===== src/mrv_pkg.sv =====
`timescale 1ns / 1ps
// ----------------------------------------------------------------------------
// mrv_pkg: shared types and constants for the RV32 ADDI/ADD/SW core
// Opcodes, function codes, status codes and the structs passed between
// the register file, the execute unit and the top level.
// ----------------------------------------------------------------------------
package mrv_pkg;

    // Opcodes and function fields of the supported instructions
    localparam logic [6:0]  OP_ADDI     = 7'h13;
    localparam logic [6:0]  OP_ADD      = 7'h33;
    localparam logic [6:0]  OP_SW       = 7'h23;
    localparam logic [2:0]  F3_ADD      = 3'd0;
    localparam logic [2:0]  F3_SW       = 3'd2;
    localparam logic [6:0]  F7_ADD      = 7'd0;

    // Special words and address map
    localparam logic [31:0] WORD_EBREAK = 32'h0010_0073;
    localparam logic [31:0] WORD_EMPTY  = 32'h0000_0000;
    localparam logic [31:0] FB_BASE     = 32'h2000_0000;

    // Register indexes with fixed roles
    localparam logic [4:0]  REG_ZERO    = 5'd0;
    localparam logic [4:0]  REG_SP      = 5'd2;
    localparam logic [4:0]  REG_A0      = 5'd10;

    // Status codes
    localparam logic [2:0]  ST_RUN      = 3'd0;
    localparam logic [2:0]  ST_GOOD     = 3'd1;
    localparam logic [2:0]  ST_BAD      = 3'd2;
    localparam logic [2:0]  ST_EMPTY    = 3'd3;
    localparam logic [2:0]  ST_BADPC    = 3'd4;

    // Register file write request
    typedef struct packed {
        logic        en;
        logic [4:0]  addr;
        logic [31:0] data;
    } t_rf_wr;

    // One result item
    typedef struct packed {
        logic [31:0] fetch_address;
        logic        write_enable;
        logic        write_to_framebuffer;
        logic [23:0] write_address;
        logic [31:0] write_data;
        logic [2:0]  status;
        logic [31:0] exit_value;
    } t_result;

    // Everything the execute unit decides for one instruction
    typedef struct packed {
        logic [31:0] pc_next;
        logic        halted_next;
        logic [2:0]  reason_next;
        t_rf_wr      rf_wr;
        t_result     res;
    } t_exec;

endpackage


===== src/minimal_rv32_addi_add_sw_core.sv =====
`timescale 1ns / 1ps
// ----------------------------------------------------------------------------
// minimal_rv32_addi_add_sw_core: RV32 subset core running ADDI, ADD and SW
// One instruction word in per transfer, one result item out per transfer.
// ----------------------------------------------------------------------------
// Usage:
//   Input channel: i_valid / o_stall carry i_instruction, the word fetched
//   from the last reported o_fetch_address. Output channel: o_valid /
//   i_stall carry the next fetch address, the store request (memory byte
//   address or framebuffer word index), the status and the exit value.
//   The register file is read at the input transfer, and the execute unit
//   fills the result register when the instruction advances. Throughput is
//   one instruction per cycle while i_stall is low; a register write from
//   the execute stage is forwarded to the operands read in the same cycle.
//   Reset clears the register file (sp holds memory size minus 4), the
//   halted flag and the pc to zero, with no sweep. i_cfg_wr_en loads the
//   24-bit start address into the pc; write it only when idle.
//   While i_stall is high the result holds; one more item is taken into
//   the input stage and then o_stall rises. Once halted, every later
//   instruction is ignored and the halt status repeats.
// ----------------------------------------------------------------------------
module minimal_rv32_addi_add_sw_core #(
    parameter int MEMORY_BYTES      = 16777216,
    parameter int FRAMEBUFFER_BYTES = 262144
) (
    input  logic        i_clk,
    input  logic        i_rst_n,
    input  logic        i_cfg_wr_en,
    input  logic [23:0] i_cfg_wr_data,
    input  logic        i_valid,
    output logic        o_stall,
    input  logic [31:0] i_instruction,
    output logic        o_valid,
    input  logic        i_stall,
    output logic [31:0] o_fetch_address,
    output logic        o_write_enable,
    output logic        o_write_to_framebuffer,
    output logic [23:0] o_write_address,
    output logic [31:0] o_write_data,
    output logic [2:0]  o_status,
    output logic [31:0] o_exit_value
);

    import mrv_pkg::*;

    logic        r_s1_valid;
    logic [31:0] r_instr;
    logic        r_out_valid;
    t_result     r_out;
    logic [31:0] r_pc;
    logic        r_halted;
    logic [2:0]  r_reason;
    logic        n_s1_valid;
    logic        n_out_valid;
    logic        out_free;
    logic        s1_adv;
    logic        in_xfer;
    logic [31:0] rs1_data;
    logic [31:0] rs2_data;
    logic [31:0] a0;
    t_exec       ex;
    t_rf_wr      rf_wr;

    // Handshake control
    assign out_free = !r_out_valid || !i_stall;
    assign s1_adv   = r_s1_valid && out_free;
    assign o_stall  = r_s1_valid && !out_free;
    assign in_xfer  = i_valid && !o_stall;

    always_comb begin
        n_s1_valid = r_s1_valid;
        if (in_xfer) begin
            n_s1_valid = 1'b1;
        end else if (s1_adv) begin
            n_s1_valid = 1'b0;
        end
        n_out_valid = r_out_valid;
        if (s1_adv) begin
            n_out_valid = 1'b1;
        end else if (!i_stall) begin
            n_out_valid = 1'b0;
        end
    end

    always_ff @(posedge i_clk) begin
        if (!i_rst_n) begin
            r_s1_valid  <= 1'b0;
            r_out_valid <= 1'b0;
        end else begin
            r_s1_valid  <= n_s1_valid;
            r_out_valid <= n_out_valid;
        end
    end

    // Capture the instruction on an input transfer
    always_ff @(posedge i_clk) begin
        if (in_xfer) begin
            r_instr <= i_instruction;
        end
    end

    // Write the register file only when the instruction advances
    always_comb begin
        rf_wr    = ex.rf_wr;
        rf_wr.en = ex.rf_wr.en && s1_adv;
    end

    mrv_regfile #(
        .MEMORY_BYTES (MEMORY_BYTES)
    ) u_regfile (
        .i_clk      (i_clk),
        .i_rst_n    (i_rst_n),
        .i_rd_en    (in_xfer),
        .i_rs1      (i_instruction[19:15]),
        .i_rs2      (i_instruction[24:20]),
        .i_wr       (rf_wr),
        .o_rs1_data (rs1_data),
        .o_rs2_data (rs2_data),
        .o_a0       (a0)
    );

    mrv_exec #(
        .MEMORY_BYTES      (MEMORY_BYTES),
        .FRAMEBUFFER_BYTES (FRAMEBUFFER_BYTES)
    ) u_exec (
        .i_instr    (r_instr),
        .i_rs1_data (rs1_data),
        .i_rs2_data (rs2_data),
        .i_a0       (a0),
        .i_pc       (r_pc),
        .i_halted   (r_halted),
        .i_reason   (r_reason),
        .o_exec     (ex)
    );

    // Architectural state: pc, halt flag and reason
    always_ff @(posedge i_clk) begin
        if (!i_rst_n) begin
            r_pc     <= '0;
            r_halted <= 1'b0;
            r_reason <= ST_RUN;
        end else if (i_cfg_wr_en) begin
            r_pc     <= {8'd0, i_cfg_wr_data};
        end else if (s1_adv) begin
            r_pc     <= ex.pc_next;
            r_halted <= ex.halted_next;
            r_reason <= ex.reason_next;
        end
    end

    // Result register
    always_ff @(posedge i_clk) begin
        if (s1_adv) begin
            r_out <= ex.res;
        end
    end

    assign o_valid                = r_out_valid;
    assign o_fetch_address        = r_out.fetch_address;
    assign o_write_enable         = r_out.write_enable;
    assign o_write_to_framebuffer = r_out.write_to_framebuffer;
    assign o_write_address        = r_out.write_address;
    assign o_write_data           = r_out.write_data;
    assign o_status               = r_out.status;
    assign o_exit_value           = r_out.exit_value;

endmodule


===== src/mrv_ram.sv =====
`timescale 1ns / 1ps
// ----------------------------------------------------------------------------
// mrv_ram: generic RAM, one write port and two registered read ports
// Read data is captured on a read enable and holds otherwise. A read of an
// address written in the same cycle returns the old contents.
// ----------------------------------------------------------------------------
module mrv_ram #(
    parameter int WIDTH = 32,
    parameter int DEPTH = 32
) (
    input  logic                     i_clk,
    input  logic                     i_wr_en,
    input  logic [$clog2(DEPTH)-1:0] i_wr_addr,
    input  logic [WIDTH-1:0]         i_wr_data,
    input  logic                     i_rd_en,
    input  logic [$clog2(DEPTH)-1:0] i_rd_addr_a,
    input  logic [$clog2(DEPTH)-1:0] i_rd_addr_b,
    output logic [WIDTH-1:0]         o_rd_data_a,
    output logic [WIDTH-1:0]         o_rd_data_b
);

    logic [WIDTH-1:0] r_mem [DEPTH];
    logic [WIDTH-1:0] r_rd_a;
    logic [WIDTH-1:0] r_rd_b;

    // Write port
    always_ff @(posedge i_clk) begin
        if (i_wr_en) begin
            r_mem[i_wr_addr] <= i_wr_data;
        end
    end

    // Registered read ports
    always_ff @(posedge i_clk) begin
        if (i_rd_en) begin
            r_rd_a <= r_mem[i_rd_addr_a];
            r_rd_b <= r_mem[i_rd_addr_b];
        end
    end

    assign o_rd_data_a = r_rd_a;
    assign o_rd_data_b = r_rd_b;

endmodule


===== src/mrv_regfile.sv =====
`timescale 1ns / 1ps
// ----------------------------------------------------------------------------
// mrv_regfile: 32 x 32 register file with reset values and write bypass
// Operands are read when an instruction is taken in and resolved in the
// next cycle: x0 reads zero, an entry never written reads its reset value,
// and a write landing in the read cycle is forwarded. Keeps a copy of a0.
// ----------------------------------------------------------------------------
module mrv_regfile #(
    parameter int MEMORY_BYTES = 16777216
) (
    input  logic               i_clk,
    input  logic               i_rst_n,
    input  logic               i_rd_en,
    input  logic [4:0]         i_rs1,
    input  logic [4:0]         i_rs2,
    input  mrv_pkg::t_rf_wr    i_wr,
    output logic [31:0]        o_rs1_data,
    output logic [31:0]        o_rs2_data,
    output logic [31:0]        o_a0
);

    import mrv_pkg::*;

    localparam logic [31:0] SP_RESET = 32'(MEMORY_BYTES - 4);

    logic [31:0] r_vld;
    logic [31:0] r_a0;
    logic [4:0]  r_rs1;
    logic [4:0]  r_rs2;
    logic        r_fwd1;
    logic        r_fwd2;
    logic [31:0] r_fwd_data;
    logic [31:0] ram_a;
    logic [31:0] ram_b;
    logic [31:0] raw1;
    logic [31:0] raw2;

    mrv_ram #(
        .WIDTH (32),
        .DEPTH (32)
    ) u_ram (
        .i_clk       (i_clk),
        .i_wr_en     (i_wr.en),
        .i_wr_addr   (i_wr.addr),
        .i_wr_data   (i_wr.data),
        .i_rd_en     (i_rd_en),
        .i_rd_addr_a (i_rs1),
        .i_rd_addr_b (i_rs2),
        .o_rd_data_a (ram_a),
        .o_rd_data_b (ram_b)
    );

    // Mark written entries, track a0
    always_ff @(posedge i_clk) begin
        if (!i_rst_n) begin
            r_vld <= '0;
            r_a0  <= '0;
        end else if (i_wr.en) begin
            r_vld[i_wr.addr] <= 1'b1;
            if (i_wr.addr == REG_A0) begin
                r_a0 <= i_wr.data;
            end
        end
    end

    // Hold read indexes and catch a write to the same entry in the read cycle
    always_ff @(posedge i_clk) begin
        if (i_rd_en) begin
            r_rs1      <= i_rs1;
            r_rs2      <= i_rs2;
            r_fwd1     <= i_wr.en && (i_wr.addr == i_rs1);
            r_fwd2     <= i_wr.en && (i_wr.addr == i_rs2);
            r_fwd_data <= i_wr.data;
        end
    end

    assign raw1 = r_fwd1 ? r_fwd_data : ram_a;
    assign raw2 = r_fwd2 ? r_fwd_data : ram_b;

    // Resolve operands: zero register, reset value, stored value
    always_comb begin
        if (r_rs1 == REG_ZERO) begin
            o_rs1_data = '0;
        end else if (r_vld[r_rs1]) begin
            o_rs1_data = raw1;
        end else begin
            o_rs1_data = (r_rs1 == REG_SP) ? SP_RESET : '0;
        end
        if (r_rs2 == REG_ZERO) begin
            o_rs2_data = '0;
        end else if (r_vld[r_rs2]) begin
            o_rs2_data = raw2;
        end else begin
            o_rs2_data = (r_rs2 == REG_SP) ? SP_RESET : '0;
        end
    end

    assign o_a0 = r_a0;

endmodule


===== src/mrv_exec.sv =====
`timescale 1ns / 1ps
// ----------------------------------------------------------------------------
// mrv_exec: execute unit for one instruction
// Checks the pc, traps on ebreak and the empty word, executes ADDI, ADD and
// SW, routes stores to the framebuffer window or main memory, and builds
// the next pc, halt state, register write and result item.
// ----------------------------------------------------------------------------
module mrv_exec #(
    parameter int MEMORY_BYTES      = 16777216,
    parameter int FRAMEBUFFER_BYTES = 262144
) (
    input  logic [31:0]     i_instr,
    input  logic [31:0]     i_rs1_data,
    input  logic [31:0]     i_rs2_data,
    input  logic [31:0]     i_a0,
    input  logic [31:0]     i_pc,
    input  logic            i_halted,
    input  logic [2:0]      i_reason,
    output mrv_pkg::t_exec  o_exec
);

    import mrv_pkg::*;

    localparam logic [31:0] MEM_LIM  = 32'(MEMORY_BYTES - 3);
    localparam logic [31:0] FB_BYTES = 32'(FRAMEBUFFER_BYTES);

    logic [6:0]  opcode;
    logic [4:0]  rd;
    logic [2:0]  funct3;
    logic [6:0]  funct7;
    logic [31:0] imm_i;
    logic [31:0] imm_s;
    logic        is_addi;
    logic        is_add;
    logic        is_sw;
    logic        bad_pc;
    logic [31:0] st_addr;
    logic [31:0] fb_off;
    logic        in_fb;
    logic        in_mem;
    logic [2:0]  status;

    // Decode fields and immediates
    assign opcode  = i_instr[6:0];
    assign rd      = i_instr[11:7];
    assign funct3  = i_instr[14:12];
    assign funct7  = i_instr[31:25];
    assign imm_i   = {{20{i_instr[31]}}, i_instr[31:20]};
    assign imm_s   = {{20{i_instr[31]}}, i_instr[31:25], i_instr[11:7]};
    assign is_addi = (opcode == OP_ADDI) && (funct3 == F3_ADD);
    assign is_add  = (opcode == OP_ADD) && (funct3 == F3_ADD) && (funct7 == F7_ADD);
    assign is_sw   = (opcode == OP_SW) && (funct3 == F3_SW);
    assign bad_pc  = (i_pc >= MEM_LIM) || (i_pc[1:0] != 2'b00);

    // Store address and window checks
    assign st_addr = i_rs1_data + imm_s;
    assign fb_off  = st_addr - FB_BASE;
    assign in_fb   = (st_addr >= FB_BASE) && (fb_off < FB_BYTES);
    assign in_mem  = st_addr < MEM_LIM;

    // Next state and result
    always_comb begin
        o_exec             = '0;
        o_exec.pc_next     = i_pc;
        o_exec.halted_next = i_halted;
        o_exec.reason_next = i_reason;

        if (!i_halted) begin
            if (bad_pc) begin
                o_exec.halted_next = 1'b1;
                o_exec.reason_next = ST_BADPC;
            end else if (i_instr == WORD_EBREAK) begin
                o_exec.halted_next = 1'b1;
                o_exec.reason_next = (i_a0 == '0) ? ST_GOOD : ST_BAD;
            end else if (i_instr == WORD_EMPTY) begin
                o_exec.halted_next = 1'b1;
                o_exec.reason_next = ST_EMPTY;
            end else begin
                o_exec.pc_next = i_pc + 32'd4;
                if (is_addi) begin
                    o_exec.rf_wr.en   = (rd != REG_ZERO);
                    o_exec.rf_wr.addr = rd;
                    o_exec.rf_wr.data = i_rs1_data + imm_i;
                end else if (is_add) begin
                    o_exec.rf_wr.en   = (rd != REG_ZERO);
                    o_exec.rf_wr.addr = rd;
                    o_exec.rf_wr.data = i_rs1_data + i_rs2_data;
                end else if (is_sw) begin
                    if (in_fb) begin
                        o_exec.res.write_enable         = 1'b1;
                        o_exec.res.write_to_framebuffer = 1'b1;
                        o_exec.res.write_address        = fb_off[25:2];
                        o_exec.res.write_data           = i_rs2_data;
                    end else if (in_mem) begin
                        o_exec.res.write_enable  = 1'b1;
                        o_exec.res.write_address = st_addr[23:0];
                        o_exec.res.write_data    = i_rs2_data;
                    end
                end
            end
        end

        // Report pc and status after this step
        status                  = o_exec.halted_next ? o_exec.reason_next : ST_RUN;
        o_exec.res.fetch_address = o_exec.pc_next;
        o_exec.res.status        = status;
        o_exec.res.exit_value    = (status == ST_GOOD || status == ST_BAD) ? i_a0 : '0;
    end

endmodule

===== config.mk =====
export PLATFORM = sky130hd
export DESIGN_NAME = minimal_rv32_addi_add_sw_core
export DESIGN_NICKNAME = d
export VERILOG_FILES = /design/src/mrv_pkg.sv /design/src/minimal_rv32_addi_add_sw_core.sv /design/src/mrv_ram.sv /design/src/mrv_regfile.sv /design/src/mrv_exec.sv
export SDC_FILE = /design/constraint.sdc
export NUM_CORES = 2
export LEC_CHECK = 0
export BUFFER_PORTS_ARGS = -buffer_cell sky130_fd_sc_hd__buf_2
export CAP_MARGIN = 15
export CORE_MARGIN = 4
export CORE_UTILIZATION = 56
export CTS_CLUSTER_SIZE = 28
export DETAILED_ROUTE_END_ITERATION = 6
export GPL_TIMING_DRIVEN = 0
export MAX_ROUTING_LAYER = met4
export PLACE_DENSITY = 0.84
export SYNTH_ARGS = -nofsm -noshare
export SYNTH_HDL_FRONTEND = slang
export SYNTH_SLANG_ARGS = --single-unit

===== constraint.sdc =====
create_clock -name i_clk -period 13.8 [get_ports i_clk]
set_input_delay 2.76 -clock i_clk [delete_from_list [all_inputs] [get_ports i_clk]]
set_output_delay 2.76 -clock i_clk [all_outputs]
set_load 0.01 [all_outputs]

==> results.txt <==
The run finished, with violations left. The checks that failed: design-rule violations. The critical path data required time is 14.25 ns. The clock-pin slew reported for the worst setup and hold paths after clock tree synthesis is 0.07 ns. The total power after layout came out at 9420 uW. After synthesis, the largest family of logic cells by area is multiplexers. The post-synthesis compound-gate area fraction is under 10%. The minimum period implied by the final worst setup slack came out at 9.71 ns. The first global-routing pass estimated 363 mm of wire. The deepest clock path buffer count is 3. The DRC violation total after the first TritonRoute iteration came out at 9598. Setup slack on the critical path of the routed design comes to between 4 and 5 ns.

The post-cts hold buffer count came out at 0. The highest clock frequency the design can meet is 103 MHz. The count of buffers from port buffering came out at about 190. In this run the worst path has a maximum fanout of 10.

The final count of negative-setup-slack endpoints came out at 0. In this run the power spent charging and discharging nets is about 2400 uW. The worst hold slack across all endpoints is approximately 0.47 ns. For this run, the number of Yosys warnings is 0. The static power due to leakage came out at ~0.028 uW. The multiplexer share of the synthesized area is 24.1%. Yosys mapped a number of flops with a built-in enable equal to 1279. The post-synthesis instance area is between 60000 and 70000 sq um. The total via count after detailed routing came out at 49300. Dividing the detail-routed wire length by the instance count gives around 42 um. The worst hold path passes through 2 cells.

Once detail routing completed, the nets flagged for antenna violations numbered 0. The area fraction in and, or, nand and nor cells after synthesis is 5.96%. The switching share of total power came out at 25.0%. The final layout contains routed wiring with a total length of roughly 260 mm. The worst register-to-register path has a setup slack of slightly above 4 ns. The fraction of registers with async set or reset after synthesis came out at 0%. The setup TNS came out at 0 ns. The detailed-route vias per instance is around 7.7. The total number of placement rows came out at 127. The number of gates given a new drive strength after cts came out at 0. At the later pin of the worst-skew pair, clock insertion delay measures 0.83 ns. The pre-antenna-repair detailed-routing pass consisted of 7 iterations. STA classifies the critical path startpoint as a register. The path class of the tightest hold or removal check is register to register. The share of power burned in combinational logic is 9.7%. In this run the horizontal extent of the chip is 356 um. After synthesis the netlist holds a flip-flop and latch count of 1381.

The worst path uses 70.4% of the clock period. Measured against its own limit, the worst slew margin works out to 3.74%. In this run the number of H-tree levels came out at 4.

The data arrival time at the worst-slack endpoint came out at roughly 10 ns. The number of clock sinks is 1381. Of the synthesized area, sequential elements account for ~60%.

sky130_fd_sc_hd__edfxtp_1 takes more of the synthesized area than any other cell. STA classifies the critical path endpoint as a register. In this run, CTS created clock tree buffers numbering 139. By startpoint and endpoint, the worst setup path is classified as register to register.

sky130_fd_sc_hd__edfxtp_1 is the most common cell in the netlist. From bottom edge to top edge, the die measures 356 um. The clock network power share is 41.6%. The placeable core region came out at 120000 sq um. The worst slack at placement is 4.44 ns. The floorplan step defined a die boundary enclosing 127000 sq um. The internal power consumption is 7060 uW. The number of cells on the worst reg-to-reg path came out at 23. The final number of max-transition violations was 0. The pin count of the biggest net entering global routing came out at roughly 110. The xor/xnor share of the synthesized area came out at 1.91%.

The instance count of the mapped netlist is a little over 4000. The half-perimeter wire length after placement is ~180 mm. The total congestion overflow came out at 0. The count of nets after finishing came out at 4741.

Cells fill 65.4% of the core in the end. The post-synthesis cell type count came out at between 90 and 100. By area the synthesized netlist is led by sky130_fd_sc_hd__edfxtp_1 57%, sky130_fd_sc_hd__mux4_2 21%, sky130_fd_sc_hd__dfxtp_1 3.0%.

The clock tree from TritonCTS is yes. The layout-stage area growth over the synthesis result is 15.8%. The initial antenna violation count is 19.

The peak supply drop came out at 0.000160 V. The clock root buffer is sky130_fd_sc_hd__clkbuf_16. The fraction of layout instances using a drive strength above 1 is 29.3%.

The effective utilization at floorplan is 56.5%. The number of buffers inserted by post-CTS setup repair is 0. The most used flip-flop cell after synthesis is sky130_fd_sc_hd__edfxtp_1. Counting instances in the post-synthesis netlist gives the leading cell types as 1279 x sky130_fd_sc_hd__edfxtp_1, 644 x sky130_fd_sc_hd__mux4_2, 319 x sky130_fd_sc_hd__nor2_1, 199 x sky130_fd_sc_hd__a21oi_1, 193 x sky130_fd_sc_hd__clkbuf_1.

The synthesized-area fraction occupied by adder cells is less than 1%. After synthesis, the largest area contributor takes up 56.6% of total cell area. Power spread over the standard cell area amounts to 120 nW/um^2.

The share of power burned in registers came out at 48.7%. The I/O pin total is between 150 and 200. The total routing usage reported by global routing is 42.4%. Setup repair after global routing left no endpoint under its margin. The setup clock skew after layout is 0.0871 ns.

The placer's final routability congestion estimate is 0.989. For this run, design rule violations remaining after detail routing come to 4. The number of max-capacitance violations reported came out at 0.

The number of hold violations in the final report was 0. The average size of a mapped cell is 16.4 sq um. The via count of the first global-routing pass was approximately 48000.

The transition time at the pin with the least slew margin came out at 1.44 ns.
==> kinds of logic (layout without fill, tap and decap cells) <==
kind of cell / Yosys count / in the layout
buf+inv: 318 / 888
compound gates: 586 / 586
fa+ha+maj: 50 / 50
mux: 816 / 816
flops: 1381 / 1381
xor+xnor: 148 / 148
simple gates: 847 / 847
other cells: 1 / 51
==> cell type report <==
cell class                 instances  area (sq um)
timing repair buffer             314          3490
sequential                      1381         40400
fill                            7705         41600
tap                             1612          2020
antenna                           19          47.5
inverter                          33           129
clock inverter                    80           870
buffer                           285          1150
clock buffer                     176          3730
multi-input combinational       2479         26700
==> metrics by stage <==
| step | instances | instance area (sq um) |
|---|---|---|
| finish | 6379 | 78600 |
| global placement | 5976 | 70900 |
| global route | 6378 | 78600 |
| floorplan | 4178 | 68000 |
| detailed placement | 6074 | 73400 |
| CTS | 6330 | 78000 |
==> layer usage <==
layer,up-vias,global-route usage [%],share of wire [%]
li1,18000,-,-
met3,1825,14.7,15
met5,-,-,0
met1,23900,48.3,30
met2,5579,63.5,45
met4,0,29.0,9.8
==> flip-flops by register name (all words and copies together), names as in the netlist <==
register                     flops
o_write_to_framebuffer           1
u_regfile.r_fwd_data            32
u_regfile.r_vld                 32
o_exit_value                    32
r_halted                         1
r_pc                            32
o_status                         3
o_valid                          1
r_reason                         3
r_s1_valid                       1
o_write_data                    32
u_regfile.u_ram.r_mem         1024
r_instr                         32
u_regfile.u_ram.o_rd_data_b     32
u_regfile.o_a0                  32
u_regfile.r_fwd1                 1
u_regfile.r_fwd2                 1
o_write_address                 24
o_fetch_address                 32
o_write_enable                   1
u_regfile.u_ram.o_rd_data_a     32
==> critical path: stages (launching register included) <==
cell	delay [ns]
sky130_fd_sc_hd__edfxtp_1	0.46
sky130_fd_sc_hd__clkbuf_1	0.26
sky130_fd_sc_hd__nor4_2	1.02
sky130_fd_sc_hd__nand2b_1	0.11
sky130_fd_sc_hd__clkbuf_1	0.42
sky130_fd_sc_hd__o211ai_1	0.45
sky130_fd_sc_hd__clkbuf_1	0.68
sky130_fd_sc_hd__buf_1	0.75
sky130_fd_sc_hd__nor2_1	0.29
sky130_fd_sc_hd__ha_1	0.33
sky130_fd_sc_hd__nand3_1	0.10
sky130_fd_sc_hd__a21boi_0	0.10
sky130_fd_sc_hd__a31oi_1	0.53
sky130_fd_sc_hd__nor4b_2	0.15
sky130_fd_sc_hd__o221ai_2	0.40
sky130_fd_sc_hd__nand2_2	0.27
sky130_fd_sc_hd__a21o_1	0.39
sky130_fd_sc_hd__a311oi_1	0.87
sky130_fd_sc_hd__nand4b_1	0.30
sky130_fd_sc_hd__or4_4	0.50
sky130_fd_sc_hd__o211ai_4	0.34
sky130_fd_sc_hd__and2_4	0.27
sky130_fd_sc_hd__buf_6	0.19
sky130_fd_sc_hd__nor3_1	0.14
==> power groups by stage <==
stage / combinational [uW] / sequential, uW / clock (uW)
after floorplan: 522 / 4680 / 0
after global placement: 823 / 4680 / 0
after detailed placement: 852 / 4680 / 0
after CTS: 864 / 4590 / 3890
after global routing: 939 / 4590 / 4090
final: 913 / 4590 / 3910
==> layout by cell type (no fill, tap or decap), types with 63 or more instances in the layout <==
cell / count
sky130_fd_sc_hd__mux2i_1: 81
sky130_fd_sc_hd__dfxtp_1: 102
sky130_fd_sc_hd__xnor2_1: 95
sky130_fd_sc_hd__edfxtp_1: 1279
sky130_fd_sc_hd__clkbuf_1: 221
sky130_fd_sc_hd__nor2_1: 270
sky130_fd_sc_hd__o21ai_0: 89
sky130_fd_sc_hd__buf_2: 203
sky130_fd_sc_hd__nand2_1: 172
sky130_fd_sc_hd__mux4_2: 644
sky130_fd_sc_hd__a21oi_1: 192
sky130_fd_sc_hd__buf_1: 63
sky130_fd_sc_hd__mux2_2: 88
sky130_fd_sc_hd__clkbuf_16: 143
==> worst paths after layout <==
check | from | to
worst max-delay path | r_instr[17] | o_write_data[14]
worst min-delay path | u_regfile.o_a0[5] | u_regfile.o_a0[5]
worst max register to register | r_instr[17] | o_write_data[14]
worst min register to register | u_regfile.o_a0[5] | u_regfile.o_a0[5]
Note: power is estimated with default switching activity, not from simulation.
